--- src/rtl/core/hse_pkg.sv ---
// ----------------------------------------------------------------------------
// HMAC-SHA256 engine package
// Transfer types, action codes, pad bytes and the SHA-256 constants and
// round functions shared by the engine, its memories and its checker.
// ----------------------------------------------------------------------------
package hse_pkg;

  localparam int WORD_W    = 32;
  localparam int BLK_WORDS = 16;
  localparam int LEN_W     = 64;

  localparam logic [1:0] ACT_KEY_BYTE = 2'd0;
  localparam logic [1:0] ACT_KEY_END  = 2'd1;
  localparam logic [1:0] ACT_MSG_BYTE = 2'd2;
  localparam logic [1:0] ACT_MSG_END  = 2'd3;

  localparam logic [7:0] IPAD = 8'h36;
  localparam logic [7:0] OPAD = 8'h5C;

  typedef struct packed {
    logic [1:0] action;
    logic [7:0] data_byte;
  } in_t;

  typedef struct packed {
    logic [63:0] tag_word;
    logic        last_word;
  } out_t;

  function automatic logic [31:0] h_init(input logic [2:0] i);
    logic [31:0] h;
    unique case (i)
      3'd0: h = 32'h6a09e667;
      3'd1: h = 32'hbb67ae85;
      3'd2: h = 32'h3c6ef372;
      3'd3: h = 32'ha54ff53a;
      3'd4: h = 32'h510e527f;
      3'd5: h = 32'h9b05688c;
      3'd6: h = 32'h1f83d9ab;
      3'd7: h = 32'h5be0cd19;
    endcase
    return h;
  endfunction

  function automatic logic [31:0] k_round(input logic [5:0] t);
    logic [31:0] k;
    unique case (t)
      6'd0:  k = 32'h428a2f98;  6'd1:  k = 32'h71374491;
      6'd2:  k = 32'hb5c0fbcf;  6'd3:  k = 32'he9b5dba5;
      6'd4:  k = 32'h3956c25b;  6'd5:  k = 32'h59f111f1;
      6'd6:  k = 32'h923f82a4;  6'd7:  k = 32'hab1c5ed5;
      6'd8:  k = 32'hd807aa98;  6'd9:  k = 32'h12835b01;
      6'd10: k = 32'h243185be;  6'd11: k = 32'h550c7dc3;
      6'd12: k = 32'h72be5d74;  6'd13: k = 32'h80deb1fe;
      6'd14: k = 32'h9bdc06a7;  6'd15: k = 32'hc19bf174;
      6'd16: k = 32'he49b69c1;  6'd17: k = 32'hefbe4786;
      6'd18: k = 32'h0fc19dc6;  6'd19: k = 32'h240ca1cc;
      6'd20: k = 32'h2de92c6f;  6'd21: k = 32'h4a7484aa;
      6'd22: k = 32'h5cb0a9dc;  6'd23: k = 32'h76f988da;
      6'd24: k = 32'h983e5152;  6'd25: k = 32'ha831c66d;
      6'd26: k = 32'hb00327c8;  6'd27: k = 32'hbf597fc7;
      6'd28: k = 32'hc6e00bf3;  6'd29: k = 32'hd5a79147;
      6'd30: k = 32'h06ca6351;  6'd31: k = 32'h14292967;
      6'd32: k = 32'h27b70a85;  6'd33: k = 32'h2e1b2138;
      6'd34: k = 32'h4d2c6dfc;  6'd35: k = 32'h53380d13;
      6'd36: k = 32'h650a7354;  6'd37: k = 32'h766a0abb;
      6'd38: k = 32'h81c2c92e;  6'd39: k = 32'h92722c85;
      6'd40: k = 32'ha2bfe8a1;  6'd41: k = 32'ha81a664b;
      6'd42: k = 32'hc24b8b70;  6'd43: k = 32'hc76c51a3;
      6'd44: k = 32'hd192e819;  6'd45: k = 32'hd6990624;
      6'd46: k = 32'hf40e3585;  6'd47: k = 32'h106aa070;
      6'd48: k = 32'h19a4c116;  6'd49: k = 32'h1e376c08;
      6'd50: k = 32'h2748774c;  6'd51: k = 32'h34b0bcb5;
      6'd52: k = 32'h391c0cb3;  6'd53: k = 32'h4ed8aa4a;
      6'd54: k = 32'h5b9cca4f;  6'd55: k = 32'h682e6ff3;
      6'd56: k = 32'h748f82ee;  6'd57: k = 32'h78a5636f;
      6'd58: k = 32'h84c87814;  6'd59: k = 32'h8cc70208;
      6'd60: k = 32'h90befffa;  6'd61: k = 32'ha4506ceb;
      6'd62: k = 32'hbef9a3f7;  6'd63: k = 32'hc67178f2;
    endcase
    return k;
  endfunction

  function automatic logic [31:0] rotr(input logic [31:0] x, input int n);
    return (x >> n) | (x << (32 - n));
  endfunction

  function automatic logic [31:0] big_sig0(input logic [31:0] x);
    return rotr(x, 2) ^ rotr(x, 13) ^ rotr(x, 22);
  endfunction

  function automatic logic [31:0] big_sig1(input logic [31:0] x);
    return rotr(x, 6) ^ rotr(x, 11) ^ rotr(x, 25);
  endfunction

  function automatic logic [31:0] sml_sig0(input logic [31:0] x);
    return rotr(x, 7) ^ rotr(x, 18) ^ (x >> 3);
  endfunction

  function automatic logic [31:0] sml_sig1(input logic [31:0] x);
    return rotr(x, 17) ^ rotr(x, 19) ^ (x >> 10);
  endfunction

endpackage

--- src/rtl/core/hse_ram.sv ---
// ----------------------------------------------------------------------------
// Generic single-write RAM
// One write port and one read port with registered read data.
// ----------------------------------------------------------------------------
module hse_ram #(
  parameter int WIDTH = hse_pkg::WORD_W,
  parameter int DEPTH = hse_pkg::BLK_WORDS
) (
  input  logic                     clk,
  input  logic                     we,
  input  logic [$clog2(DEPTH)-1:0] waddr,
  input  logic [WIDTH-1:0]         wdata,
  input  logic [$clog2(DEPTH)-1:0] raddr,
  output logic [WIDTH-1:0]         rdata
);

  logic [WIDTH-1:0] mem [DEPTH];

  always_ff @(posedge clk) begin
    if (we) begin
      mem[waddr] <= wdata;
    end
    rdata <= mem[raddr];
  end

endmodule

--- config.mk ---
export PLATFORM = sky130hd
export DESIGN_NAME = hse_ram
export DESIGN_NICKNAME = d
export VERILOG_FILES = /design/src/rtl/core/hse_pkg.sv /design/src/rtl/core/hse_ram.sv
export SDC_FILE = /design/constraint.sdc
export NUM_CORES = 1
export LEC_CHECK = 0
export BUFFER_PORTS_ARGS = -buffer_cell sky130_fd_sc_hd__clkbuf_2
export CAP_MARGIN = 25
export CORE_MARGIN = 5
export CORE_UTILIZATION = 49
export CTS_BUF_LIST = sky130_fd_sc_hd__clkbuf_4
export DETAILED_ROUTE_END_ITERATION = 8
export GPL_TIMING_DRIVEN = 0
export PLACE_DENSITY = 0.65
export REMOVE_ABC_BUFFERS = 1
export SYNTH_ARGS = -nofsm -noshare
export SYNTH_HDL_FRONTEND = slang
export SYNTH_SLANG_ARGS = --single-unit
export TNS_END_PERCENT = 100
--- constraint.sdc ---
create_clock -name clk -period 4.8 [get_ports clk]
set_input_delay 0.96 -clock clk [delete_from_list [all_inputs] [get_ports clk]]
set_output_delay 0.96 -clock clk [all_outputs]
set_load 0.005 [all_outputs]
Yosys cells after proc, flatten, opt, wreduce, memory -nomap -nowiden
Memories as Yosys holds them, arrays and structs flattened. A register that Yosys moved wholly into a read port is not among the register bits.
Cells that the tools add are included.

word-level totals
  memories kept = 1
  RAM bits = 512
  register bits = 0

operators by class
  muxes and demuxes = 2

memory list
  name  words  bits a word  rd ports  clocked after memory_dff  write ports  line           source
  mem   16     32           1         1                         1            hse_ram.sv:17  logic [WIDTH-1:0] mem [DEPTH];

operators by type and width
  kind    count
  $mux 1  2

Longest topological paths before layout
  word-level depth = 2
  depth in mapped cells = 5
  depth with buffers taken out = 3

Worst setup path before layout
No wires, ideal clock.

  path kind = input port to flip-flop
  start = input port waddr[2]
  end = memory mem[0][0] in the netlist's numbering (enable)
  data required time = 4339 ps
  stages on the path = 2
  slack = 660 ps
  library setup time = 461 ps
  arrival = 3678 ps
  cells stage by stage = or3b_2 > nor3_1

RTL lines
  element             line           source
  start: declaration  hse_ram.sv:11  input logic [$clog2(DEPTH)-1:0] waddr,
  end: declaration    hse_ram.sv:17

No word-level cell before the write port.

==> reports/metrics.cfg <==
[cts]
clockRootBuffer = clkbuf_4
clk_pin_slew_ns = 0.07
numClockSinks = 544
cts_hold_buf = 0
numCtsBuffers = 134
insertion_delay_ns = 0.78
cts.path.max_buffers = 3
htreeDepth = 4
cts_tree = built
cts_resized = 0
postCtsSetupRepairBufs = 0

[timing]
hold_viol = 0
fin_crit_sh_pct = 51.0
final-setup-viol-count = 0
slew_headroom_pct = 38.8
finalMaxSlewViolations = 0
fmax_ghz = 0.409
whs_ns = 0.561
rsz0062_at_grt = false
fin_skew_ns = 0.0350
period_minus_slack_ns = 2.45
worst_slew_pin_slew_ns = 0.916

[place]
portBuffers = 73
dp_hpwl_um = 22900
dpl-instance-area_um2 = 21400
routabilityCongestion = 0.655

[setup_path]
critPathTopFamily = buffers and inverters
startpoint_type = input pin
cp_slowest_cell = clkbuf_8
crit_end = rdata[27]$_DFF_P_
crit_start = raddr[0]
crit_path_max_fanout = 68
crit_path_max_incr_delay_ns = 0.59
crit_buf_inv = 2
path_cells = clkbuf_8 > buf_16 > mux4_2 > a22oi_1 > nand2_1
criticalPathCategory = input pin to register
path_depth = 5
required_ns = 5.41
r2r_end = rdata[27]$_DFF_P_
crit_path_end_kind = register
reg2reg_slack_ns = 3.43
worstReg2RegStart = mem[8][27]$_DFFE_PP_
critical_path_arrival_ns = 3.06
reg2reg_depth = 3

[finish]
final_cell_mix = edfxtp_1, clkbuf_4, mux4_2
layout_commonest_cell = edfxtp_1
layout-drive-gt1-share_pct = 41.1
design_area_um2 = 23100
fin_nets = 1080
area.growth.synth_to_final_pct = 16.3

[synth]
synth_edf_count = 512
synth_top_area_share_pct = 77.4
synth_compound_area_share_pct = 2.42
synth_cell_type_count = 18
ys_async_sr_fraction_pct = 0
synth_xor_area_share_pct = 0
synth_flop_cell = edfxtp_1
synth_top_family_by_area = multiplexers
synthTopCellsByArea = edfxtp_1, mux4_2, dfxtp_1, a22oi_1, nand2_1
synth_mux_area_share_pct = 14.5
synthCells = 838
yosysWarnings = 0
syn_area_per_cell_um2 = 23.7
ys_ff_latch = 544
synth_seq_area_share_pct = 80.7
synth-simple-area-share_pct = 1.27
synthesis.area_um2 = 19900
yosysTopAreaCell = edfxtp_1
synthAdderAreaFrac_pct = 0

[global_routing]
grt_max_degree = 70
grt_overflow = 0
grt_pass1_wl_um = 60500
grt_pass1_vias = 9949
antenna_found_initial = 2
grt_use_total_pct = 18.5

[floorplan]
io_pins = 74
start_util_pct = 49.7
rows = 73
die_h_um = 211
die_area_um2 = 44600
die_x_um = 211
coreArea_um2 = 39900

[detailed_routing]
wl_um = 40300
drt-pass1-iter-count = 5
drt-initial-drc-count = 839
drc = 0
ant_nets = 0
wl_per_cell_um = 24.2
vias = 9409
routed_via_density = 5.65

[min_path]
hold_depth = 1
min_path_type = input pin to register

[flow_run]
cap_viol_max_count = 0

[status]
status = finished clean

[pwr]
irDropWorstVdd_uv = 182
powerDensity_nw_per_um2 = 412
power.leakage_nw = 7.64

[per-stage QoR]
stage          utilization, %  total power [W]  TNS [ns]  std cells  setup slack (ns)
2_1_floorplan               -          0.00564         0        795             0.660
3_3_place_gp             51.7          0.00591   -343.91       1393             -2.15
3_5_place_dp             53.6          0.00591         0       1427              1.51
4_1_cts                  57.9          0.00964         0       1665              2.38
5_1_grt                  57.9          0.00994         0       1666              2.18
6_report                 57.9          0.00950         0       1666              2.35
[kinds of logic (layout without fill, tap and decap cells)]
kind of cell    after synthesis  in the layout
compound gates               64             64
buf+inv                      43            345
flops                       544            544
mux                         128            128
other cells                   0              1
simple gates                 59             59
[worst register-to-register path: stages, from the launching register on]
cell and delay (ns):
edfxtp_1 0.37, mux4_2 0.47, a22oi_1 0.22, nand2_1 0.15
[registers in the layout, summed over array words and instances, names as in the netlist]
name and flops:
mem 512, rdata 32
[worst min-delay path by stage]
stage | from | to | slack (ns)
finish | wdata[3] | mem[4][3]$_DFFE_PP_ | 0.56
global route | wdata[3] | mem[4][3]$_DFFE_PP_ | 0.51
CTS | wdata[3] | mem[4][3]$_DFFE_PP_ | 0.47
detailed placement | mem[14][19]$_DFFE_PP_ | rdata[19]$_DFF_P_ | 0.65
global placement | mem[14][15]$_DFFE_PP_ | rdata[15]$_DFF_P_ | 0.65
floorplan | mem[14][0]$_DFFE_PP_ | rdata[0]$_DFF_P_ | 0.63
[cells in the mapped netlist, types with 2 or more instances]
master	n
a22oi_1	64
clkbuf_1	17
buf_4	11
nand2_1	33
nor2_1	13
nand2b_1	2
nor2b_1	2
buf_1	9
buf_2	4
nand3b_1	2
nor3_1	4
buf_6	2
mux4_2	128
dfxtp_1	32
edfxtp_1	512
[report_power, final]
| group | switching, W | leakage (nW) | internal (W) |
|---|---|---|---|
| Combinational | 0.000264 | 1.71 | 0.000201 |
| Sequential | 0.0000261 | 4.89 | 0.00531 |
| Clock | 0.00170 | 1.03 | 0.00201 |
[area by class of cell]
cell class / count / area [µm²]
Multi-Input combinational cell: 251 / 3750
Clock buffer: 199 / 1490
Antenna cell: 1 / 2.50
Tap cell: 525 / 657
Clock inverter: 39 / 203
Fill cell: 2927 / 16800
Timing Repair Buffer: 107 / 976
Sequential cell: 544 / 16000
[metal layers]
metal	wire length, µm	track usage, %	up-vias
met5	20	0	-
met3	2930	4.53	36
met4	503	5.69	2
li1	-	-	4088
met2	19700	28.5	353
met1	17100	26.6	4930
Power figures use the tool's default switching activity.
